==> config.mk <==
export PLATFORM = sky130hd
export DESIGN_NAME = multichannel_pcm_mixer_unit
export DESIGN_NICKNAME = d
export VERILOG_FILES = /design/src/rtl/mpm_pkg.sv /design/src/rtl/multichannel_pcm_mixer_unit.sv
export SDC_FILE = /design/constraint.sdc
export NUM_CORES = 2
export LEC_CHECK = 0
export BUFFER_PORTS_ARGS = -buffer_cell sky130_fd_sc_hd__buf_2
export CORE_UTILIZATION = 41
export CTS_CLUSTER_DIAMETER = 80
export DETAILED_ROUTE_END_ITERATION = 6
export GPL_ROUTABILITY_DRIVEN = 0
export PLACE_DENSITY_LB_ADDON = 0.12
export SLEW_MARGIN = 15
export SYNTH_ARGS = -nofsm -noshare
export SYNTH_HDL_FRONTEND = slang
export SYNTH_SLANG_ARGS = --single-unit
==> constraint.sdc <==
create_clock -name clk -period 14.5 [get_ports clk]
set_clock_uncertainty 0.15 [all_clocks]
set_input_delay 2.9 -clock clk [delete_from_list [all_inputs] [get_ports clk]]
set_output_delay 2.9 -clock clk [all_outputs]
set_load 0.01 [all_outputs]
==> src/rtl/mpm_pkg.sv <==
// ---------------------------------------------------------------------------
// mpm_pkg: shared definitions for the multichannel PCM mixer
// Command codes, register indexes, mixing weights and field widths.
// ---------------------------------------------------------------------------
`default_nettype none

package mpm_pkg;

	// Defaults for the top-level parameters.
	localparam int DEF_NUM_FX_CHANNELS = 3;
	localparam int DEF_LENGTH_BITS     = 24;

	// Fixed field widths of the item ports.
	localparam int KIND_W     = 3;
	localparam int CHAN_W     = 3;
	localparam int LEN_IN_W   = 24;
	localparam int SAMPLE_W   = 16;
	localparam int POS_OUT_W  = 24;
	localparam int MASK_W     = 4;
	localparam int LOADED_W   = 2;
	localparam int NUM_IN_SAMPLES = 4;

	// Configuration port.
	localparam int CFG_IDX_W  = 2;
	localparam int CFG_DATA_W = 8;
	localparam int GAIN_W     = 2;
	localparam int WEIGHT_W   = 16;

	// Mixing constants.
	localparam int ALLOC_MUSIC   = 200;
	localparam int ALLOC_FX      = 104;
	localparam int BASE_SHIFT    = 18;
	localparam int SHIFT_W       = 5;
	localparam int SAT_MAX       = 32767;
	localparam int SAT_MIN       = -32768;
	localparam int VOLUME_RESET  = 255;
	localparam int GAIN_RESET    = 1;

	// Channel code that asks for the first idle effect channel.
	localparam logic [CHAN_W-1:0] CHAN_AUTO = 3'd4;

	typedef enum logic [KIND_W-1:0] {
		KIND_TICK   = 3'd0,
		KIND_LOAD   = 3'd1,
		KIND_STOP   = 3'd2,
		KIND_PAUSE  = 3'd3,
		KIND_RESUME = 3'd4
	} kind_t;

	typedef enum logic [CFG_IDX_W-1:0] {
		CFG_MUSIC_VOLUME  = 2'd0,
		CFG_EFFECT_VOLUME = 2'd1,
		CFG_GAIN_SELECT   = 2'd2
	} cfg_reg_t;

endpackage

`default_nettype wire

==> src/rtl/multichannel_pcm_mixer_unit.sv <==
// Order: a word is taken into the input register (s1), then processed and written into the result
// register. Throughput: one word per cycle unless the receiver stalls; every channel lane and the
// weighted sum work in the same cycle.
// Stalls: the input stalls only while both the input and the result register hold words and the
// receiver stalls. Reset: all channels inactive with zero length and position, volumes 255, gain 1.
// ---------------------------------------------------------------------------
// multichannel_pcm_mixer_unit: four-channel PCM mixer with saturation
// One music channel and NUM_FX_CHANNELS effect channels are played from
// per-channel length and position counters. Command words load, stop,
// pause or resume a channel; a tick word mixes one output sample.
// ---------------------------------------------------------------------------
`default_nettype none

module multichannel_pcm_mixer_unit
	import mpm_pkg::*;
#(
	parameter int NUM_FX_CHANNELS = DEF_NUM_FX_CHANNELS,
	parameter int LENGTH_BITS     = DEF_LENGTH_BITS
) (
	input  wire logic                        clk,
	input  wire logic                        arst_n,

	// Configuration write channel.
	input  wire logic                        cfg_valid,
	output logic                             cfg_ready,
	input  wire logic [CFG_IDX_W-1:0]        cfg_index,
	input  wire logic [CFG_DATA_W-1:0]       cfg_data,

	// Input word channel.
	input  wire logic                        in_valid,
	output logic                             in_stall,
	input  wire logic [KIND_W-1:0]           kind,
	input  wire logic [CHAN_W-1:0]           channel,
	input  wire logic [LEN_IN_W-1:0]         length_samples,
	input  wire logic                        repeat_req,
	input  wire logic signed [SAMPLE_W-1:0]  sample_music,
	input  wire logic signed [SAMPLE_W-1:0]  sample_fx1,
	input  wire logic signed [SAMPLE_W-1:0]  sample_fx2,
	input  wire logic signed [SAMPLE_W-1:0]  sample_fx3,

	// Result word channel.
	output logic                             out_valid,
	input  wire logic                        out_stall,
	output logic signed [SAMPLE_W-1:0]       mix_out,
	output logic [POS_OUT_W-1:0]             next_pos_music,
	output logic [POS_OUT_W-1:0]             next_pos_fx1,
	output logic [POS_OUT_W-1:0]             next_pos_fx2,
	output logic [POS_OUT_W-1:0]             next_pos_fx3,
	output logic [MASK_W-1:0]                active_mask,
	output logic [LOADED_W-1:0]              loaded_channel,
	output logic                             load_status
);

	// Channel 0 is music, channels 1..NUM_FX_CHANNELS are effects.
	localparam int NCH     = 1 + NUM_FX_CHANNELS;
	localparam int LB      = LENGTH_BITS;
	// Width that holds both the length counters and the 24-bit ports.
	localparam int WIDE_W  = (LB > LEN_IN_W) ? LB : LEN_IN_W;
	// One weighted term: unsigned 16-bit weight times a signed sample.
	localparam int PROD_W  = WEIGHT_W + SAMPLE_W + 1;
	localparam int SUM_W   = PROD_W + $clog2(NCH);

	localparam logic signed [SUM_W-1:0] SAT_HI = SUM_W'(SAT_MAX);
	localparam logic signed [SUM_W-1:0] SAT_LO = SUM_W'(SAT_MIN);

	// -----------------------------------------------------------------------
	// Configuration. The volumes are kept already multiplied by their
	// allocation constant, so a tick needs only one multiply per channel.
	// Writes to an index past the register list are accepted and dropped.
	// -----------------------------------------------------------------------
	logic [WEIGHT_W-1:0] music_weight_q;
	logic [WEIGHT_W-1:0] fx_weight_q;
	logic [GAIN_W-1:0]   gain_q;

	assign cfg_ready = 1'b1;

	always_ff @(posedge clk or negedge arst_n) begin
		if (!arst_n) begin
			music_weight_q <= WEIGHT_W'(VOLUME_RESET * ALLOC_MUSIC);
			fx_weight_q    <= WEIGHT_W'(VOLUME_RESET * ALLOC_FX);
			gain_q         <= GAIN_W'(GAIN_RESET);
		end else if (cfg_valid && cfg_ready) begin
			case (cfg_index)
				CFG_MUSIC_VOLUME:  music_weight_q <= WEIGHT_W'(cfg_data * ALLOC_MUSIC);
				CFG_EFFECT_VOLUME: fx_weight_q    <= WEIGHT_W'(cfg_data * ALLOC_FX);
				CFG_GAIN_SELECT:   gain_q         <= cfg_data[GAIN_W-1:0];
				default: ;
			endcase
		end
	end

	// -----------------------------------------------------------------------
	// Handshake. The input register (s1) holds one word; it is processed and
	// written into the result register as soon as that register is free or
	// being drained, so a word can enter in every cycle while the receiver does not stall.
	// -----------------------------------------------------------------------
	logic s1_valid_q;
	logic s1_fire;

	assign s1_fire  = s1_valid_q && (!out_valid || !out_stall);
	assign in_stall = s1_valid_q && !s1_fire;

	logic [KIND_W-1:0]          kind_s1;
	logic [CHAN_W-1:0]          chan_s1;
	logic [LEN_IN_W-1:0]        len_s1;
	logic                       rep_s1;
	logic signed [SAMPLE_W-1:0] samp_s1 [NUM_IN_SAMPLES];

	always_ff @(posedge clk or negedge arst_n) begin
		if (!arst_n) begin
			s1_valid_q <= 1'b0;
		end else if (in_valid && !in_stall) begin
			s1_valid_q <= 1'b1;
		end else if (s1_fire) begin
			s1_valid_q <= 1'b0;
		end
	end

	always_ff @(posedge clk) begin
		if (in_valid && !in_stall) begin
			kind_s1    <= kind;
			chan_s1    <= channel;
			len_s1     <= length_samples;
			rep_s1     <= repeat_req;
			samp_s1[0] <= sample_music;
			samp_s1[1] <= sample_fx1;
			samp_s1[2] <= sample_fx2;
			samp_s1[3] <= sample_fx3;
		end
	end

	// -----------------------------------------------------------------------
	// Channel decode. A direct code names an existing channel; the auto code
	// picks the lowest-numbered inactive effect channel.
	// -----------------------------------------------------------------------
	logic              direct_s1;
	logic              is_auto_s1;
	logic [LB-1:0]     load_len;
	logic [WIDE_W-1:0] load_len_wide;

	assign direct_s1     = (chan_s1 != CHAN_AUTO) && ({1'b0, chan_s1} < (CHAN_W + 1)'(NCH));
	assign is_auto_s1    = (chan_s1 == CHAN_AUTO);
	assign load_len_wide = WIDE_W'(len_s1);
	assign load_len      = load_len_wide[LB-1:0];

	logic [LB-1:0] pos_q  [NCH];
	logic [LB-1:0] len_q  [NCH];
	logic [NCH-1:0] act_q;
	logic [NCH-1:0] loop_q;

	logic [LB-1:0]  pos_d [NCH];
	logic [LB-1:0]  len_d [NCH];
	logic [NCH-1:0] act_d;
	logic [NCH-1:0] loop_d;

	logic [NCH-1:0] auto_sel;
	logic           auto_found;

	always_comb begin
		auto_sel   = '0;
		auto_found = 1'b0;
		for (int c = 1; c < NCH; c++) begin
			if (!act_q[c] && !auto_found) begin
				auto_sel[c] = 1'b1;
				auto_found  = 1'b1;
			end
		end
	end

	// -----------------------------------------------------------------------
	// Channel lanes. Each lane updates its own length, position and flags
	// and hands its weighted sample term to the adder.
	// -----------------------------------------------------------------------
	logic signed [PROD_W-1:0] prod [NCH];
	logic [NCH-1:0]           load_sel;

	for (genvar c = 0; c < NCH; c++) begin : g_lane
		localparam logic [CHAN_W-1:0] CODE = CHAN_W'(c);

		logic                       hit;
		logic [LB-1:0]              pos_inc;
		logic                       at_end;
		logic signed [SAMPLE_W-1:0] sample;
		logic signed [SAMPLE_W-1:0] contrib;
		logic [WEIGHT_W-1:0]        weight;

		assign hit         = direct_s1 && (chan_s1 == CODE);
		assign load_sel[c] = hit || (is_auto_s1 && auto_sel[c]);

		// A position at or past the end restarts at zero when looping.
		assign pos_inc = ((pos_q[c] >= len_q[c]) ? '0 : pos_q[c]) + LB'(1);
		assign at_end  = (pos_inc >= len_q[c]) || (pos_inc == '0);

		if (c < NUM_IN_SAMPLES) begin : g_samp
			assign sample = samp_s1[c];
		end else begin : g_nosamp
			assign sample = '0;
		end

		if (c == 0) begin : g_wmus
			assign weight = music_weight_q;
		end else begin : g_wfx
			assign weight = fx_weight_q;
		end

		always_comb begin
			pos_d[c]  = pos_q[c];
			len_d[c]  = len_q[c];
			act_d[c]  = act_q[c];
			loop_d[c] = loop_q[c];
			contrib   = '0;
			case (kind_s1)
				KIND_TICK: begin
					if (act_q[c]) begin
						if (len_q[c] == '0) begin
							act_d[c] = 1'b0;
						end else if (pos_q[c] >= len_q[c] && !loop_q[c]) begin
							act_d[c] = 1'b0;
						end else begin
							contrib  = sample;
							pos_d[c] = pos_inc;
							if (at_end) begin
								if (loop_q[c]) begin
									pos_d[c] = '0;
								end else begin
									act_d[c] = 1'b0;
								end
							end
						end
					end
				end
				KIND_LOAD: begin
					if (load_sel[c]) begin
						pos_d[c]  = '0;
						len_d[c]  = load_len;
						loop_d[c] = rep_s1;
						act_d[c]  = 1'b1;
					end
				end
				KIND_STOP: begin
					if (hit) begin
						act_d[c] = 1'b0;
						len_d[c] = '0;
						pos_d[c] = '0;
					end
				end
				KIND_PAUSE: begin
					if (hit) begin
						act_d[c] = 1'b0;
					end
				end
				KIND_RESUME: begin
					if (hit && len_q[c] != '0) begin
						act_d[c] = 1'b1;
					end
				end
				default: ;
			endcase
		end

		assign prod[c] = PROD_W'($signed({1'b0, weight})) * PROD_W'(contrib);

		always_ff @(posedge clk or negedge arst_n) begin
			if (!arst_n) begin
				pos_q[c]  <= '0;
				len_q[c]  <= '0;
				act_q[c]  <= 1'b0;
				loop_q[c] <= 1'b0;
			end else if (s1_fire) begin
				pos_q[c]  <= pos_d[c];
				len_q[c]  <= len_d[c];
				act_q[c]  <= act_d[c];
				loop_q[c] <= loop_d[c];
			end
		end
	end

	// -----------------------------------------------------------------------
	// Mix: sum of weighted terms, arithmetic shift by 18 minus the gain
	// select (a floor division), then saturation to 16 bits.
	// -----------------------------------------------------------------------
	logic signed [SUM_W-1:0] mix_sum;
	logic signed [SUM_W-1:0] mix_shifted;
	logic [SHIFT_W-1:0]      shamt;
	logic signed [SAMPLE_W-1:0] mix_sat;

	always_comb begin
		mix_sum = '0;
		for (int c = 0; c < NCH; c++) begin
			mix_sum = mix_sum + SUM_W'(prod[c]);
		end
	end

	assign shamt       = SHIFT_W'(BASE_SHIFT) - SHIFT_W'(gain_q);
	assign mix_shifted = mix_sum >>> shamt;

	always_comb begin
		if (mix_shifted > SAT_HI) begin
			mix_sat = SAMPLE_W'(SAT_MAX);
		end else if (mix_shifted < SAT_LO) begin
			mix_sat = SAMPLE_W'(SAT_MIN);
		end else begin
			mix_sat = mix_shifted[SAMPLE_W-1:0];
		end
	end

	// -----------------------------------------------------------------------
	// Load report: target channel number, or the no-idle-channel flag.
	// -----------------------------------------------------------------------
	logic [CHAN_W-1:0] load_idx;
	logic              load_full;

	always_comb begin
		load_idx = '0;
		for (int c = 0; c < NCH; c++) begin
			if (load_sel[c]) begin
				load_idx = load_idx | CHAN_W'(c);
			end
		end
	end

	assign load_full = (kind_s1 == KIND_LOAD) && is_auto_s1 && !auto_found;

	// Positions and active bits for the four reported channels.
	logic [POS_OUT_W-1:0] pos_rep [MASK_W];
	logic [MASK_W-1:0]    mask_rep;

	for (genvar k = 0; k < MASK_W; k++) begin : g_rep
		if (k < NCH) begin : g_have
			logic [WIDE_W-1:0] pos_wide;
			assign pos_wide    = WIDE_W'(pos_d[k]);
			assign pos_rep[k]  = pos_wide[POS_OUT_W-1:0];
			assign mask_rep[k] = act_d[k];
		end else begin : g_none
			assign pos_rep[k]  = '0;
			assign mask_rep[k] = 1'b0;
		end
	end

	// -----------------------------------------------------------------------
	// Result register. It is refilled whenever s1 fires and emptied when the
	// receiver takes the word.
	// -----------------------------------------------------------------------
	always_ff @(posedge clk or negedge arst_n) begin
		if (!arst_n) begin
			out_valid <= 1'b0;
		end else if (s1_fire) begin
			out_valid <= 1'b1;
		end else if (!out_stall) begin
			out_valid <= 1'b0;
		end
	end

	always_ff @(posedge clk) begin
		if (s1_fire) begin
			mix_out        <= (kind_s1 == KIND_TICK) ? mix_sat : '0;
			next_pos_music <= pos_rep[0];
			next_pos_fx1   <= pos_rep[1];
			next_pos_fx2   <= pos_rep[2];
			next_pos_fx3   <= pos_rep[3];
			active_mask    <= mask_rep;
			loaded_channel <= (kind_s1 == KIND_LOAD) ? load_idx[LOADED_W-1:0] : '0;
			load_status    <= load_full;
		end
	end

	// -----------------------------------------------------------------------
	// Assertions.
	// -----------------------------------------------------------------------
	logic [NCH-1:0] len_zero;

	always_comb begin
		for (int c = 0; c < NCH; c++) begin
			len_zero[c] = (len_q[c] == '0);
		end
	end

	// After a tick no channel may stay active with a zero length.
	a_tick_clears_empty: assert property (@(posedge clk) disable iff (!arst_n)
		(s1_fire && kind_s1 == KIND_TICK) |=> !(|(act_q & len_zero)))
		else $error("channel active with zero length after tick");

	// A word held in s1 is never overwritten before it is processed.
	a_s1_held: assert property (@(posedge clk) disable iff (!arst_n)
		(s1_valid_q && !s1_fire) |=> (s1_valid_q && $stable(kind_s1) && $stable(chan_s1)))
		else $error("input register lost a word");

	// A dropped auto load reports channel zero.
	a_full_load: assert property (@(posedge clk) disable iff (!arst_n)
		(out_valid && load_status) |-> (loaded_channel == '0))
		else $error("dropped load reports a channel");

endmodule

`default_nettype wire
==> impl_metrics.ini <==
[synthesis]
syn_area_sq_um = 59100
syn_nets = 7817
synthCells = 6366
synth-main-ff-cell = edfxtp_1
synth_common_cells = inv_1 (1,140), fa_1 (803), nand2_1 (602)
synth_top_cell_by_area = fa_1
post_synth.cell_area_avg_sq_um = 9.28
ys_async_sr_fraction = 0.517
synth_edf_count = 214
yosys_warnings = 0
synth_cell_types = 99
synth.area.top_cells = fa_1 (27%), ha_1 (11%), edfxtp_1 (11%)
synth-seq-cells = 443
yosysMostFrequentCell = inv_1
synth_top_area_frac = 0.272
synth.yosys.seq_area_share = 0.206

[timing]
slew_headroom = 0.196
tightestPinTransition_ns = 1.20
fin_ws_ns = 0.835
hold_violations = 0
final.setup.tns_ns = 0
final-max-slew-violation-count = 0
setup_viol = 0
fmaxAchievable_mhz = 73.2
rsz0062_at_grt = no
finalCritPeriodShare = 0.942
fin_crit_ns = 13.67

[global_route]
overflow = 0
grt_pass1_wl_mm = 274
track_usage = 0.240
antenna_found_initial = 9
grt_max_degree = 76
first_global_vias = 46837

[clocking]
postCtsHoldBufs = 0
numCtsBuffers = 57
clk_pin_slew_worst_paths_ns = 0.06
root_buffer = clkbuf_16
cts.sinks = 443
htreeDepth = 2
clock_latency_ns = 0.71
cts_tree = done
cts.path.max_buffers = 3

[placement]
hpwl_mm = 135
dp_slack_ns = 0.357
port_buffers = 230

[setup_path]
end_kind = flip-flop
path_class = flip-flop to flip-flop
crit_family = compound AO/OA/AOI/OAI gates
startpoint_type = flip-flop
slowest_stage = a2111oi_0
cpPeakStageDelay_ns = 0.61
worstPathMaxFanout = 44
timing.critical_path.buf_inv = 8
cp.arrival_ns = 13.94
critPathRequiredTime_ns = 14.77

[floorplanning]
fp.dieW_microns = 382
rows = 138
coreArea_sq_um = 142000
start_util = 0.415
io_pins = 232
die_h_microns = 382
die_area_sq_um = 146000

[cells_and_area]
nets = 7841
multi_input_area_sq_um = 41400
area_growth_pct = 8.13
n_fill_cell = 14019
seqCellArea_sq_um = 12200
layout-drive-gt1-share = 0.0778

[routing]
first_iter_violations = 3018
vias = 44913
drt_pass1_iterations = 5
drcViolationCount = 0
drt_wl_total_mm = 173
wl_per_cell_microns = 20.7
antenna_left = 0
detail_route.vias_per_cell = 5.39

[power_and_ir_drop]
finalPower_uw = 7240
power_density_nw_per_um2 = 113
irDropWorstVdd_uv = 117
p_leak_uw = 0.0327

[hold_path]
holdCritPathClass = flip-flop to flip-flop

[status]
status = completed

[flow_run]
max-cap-violations = 0
cell families after synthesis:
family                   count (synthesis)  share of synthesized area
AND/OR/NAND/NOR                       1836                      0.155
buffers and inverters                 1486                     0.0955
adder cells (fa/ha/maj)               1341                      0.386
flip-flops                             443                      0.206
other                                    1                  0.0000635
AO/OA/AOI/OAI                          979                      0.113
multiplexers                            35                    0.00756
XOR/XNOR                               245                     0.0366
state kept, by name, summed over array words and instances (netlist names), 2 cells and up:
signal and flops:
next_pos_fx2 24, loaded_channel 2, act_q 4, g_lane.weight 13, loop_q 4, chan_s1 3, pos_q 96, len_s1 24
next_pos_fx1 24, fx_weight_q 12, active_mask 4, samp_s1 64, gain_q 2, mix_out 16, next_pos_music 24, next_pos_fx3 24
kind_s1 3, len_q 96
path summary, 6_finish.rpt:
check	slack, ns	depth (start not counted)	start	end
max	0.83	50	pos_q[0]	mix_out[6]
min	0.34	1	s1_valid_q	out_valid
max reg2reg	0.83	50	pos_q[0]	mix_out[6]
min reg2reg	0.34	1	s1_valid_q	out_valid
max in group asynchronous	10.30	3	arst_n	pos_q[65]
min in group asynchronous	1.98	1	arst_n	pos_q[10]
metrics by stage:
step,hold slack (ns),utilization,std cells,cell area (sq um)
after floorplan,0.307,-,6366,59100
after global placement,0.321,0.435,8214,61900
after detailed placement,0.341,0.435,8214,61900
after CTS,0.346,0.448,8322,63800
after global routing,0.370,0.449,8329,63900
final,0.340,0.449,8330,63900
final cells by class:
class / instances / share of cell area
diodes: 1 / 0.0000392
clock buffers: 73 / 0.0239
clock inverters: 35 / 0.00515
inverters: 1141 / 0.0671
multi-input cells: 4439 / 0.648
flip-flops and latches: 443 / 0.191
well taps: 1890 / 0.0370
repair buffers: 308 / 0.0285
placed cells by master, fill, tap and decap left out, types with 13 or more instances in the layout:
master	n
nand3_1	217
o21bai_1	24
o211ai_1	20
and2_1	55
edfxtp_1	214
fa_1	803
buf_2	229
dfrtp_1	211
a32o_1	24
clkbuf_16	57
o21ai_0	229
o21a_1	25
mux2_2	13
nor3_1	60
inv_1	1139
a21o_1	124
nand2b_1	32
ha_1	538
dfstp_2	17
a31oi_1	30
nor2_1	238
nor2b_1	32
nand4_1	45
xor2_1	92
mux2i_1	15
or3_1	18
nand2_1	602
and3_1	420
buf_4	72
nor4_1	39
a211oi_1	24
a22o_1	149
xnor2_1	150
and2_0	13
a21oi_1	191
timing repair:
item / CTS / global route
setup endpoints to repair: 0 / 15
resized for setup: 0 / 7
setup buffers: 0 / 5
where the power goes:
group	switching (uW)	internal (uW)	leakage [uW]
Sequential	302	1520	0.00511
Clock	642	776	0.000899
Combinational	2510	1490	0.0267
per-layer routing:
layer	wire, microns	global-route usage
met1	78600	0.334
met2	81500	0.400
met3	8290	0.0263
met4	4320	0.0586
met5	0	0
No activity file was read; power rests on OpenSTA's default activity.
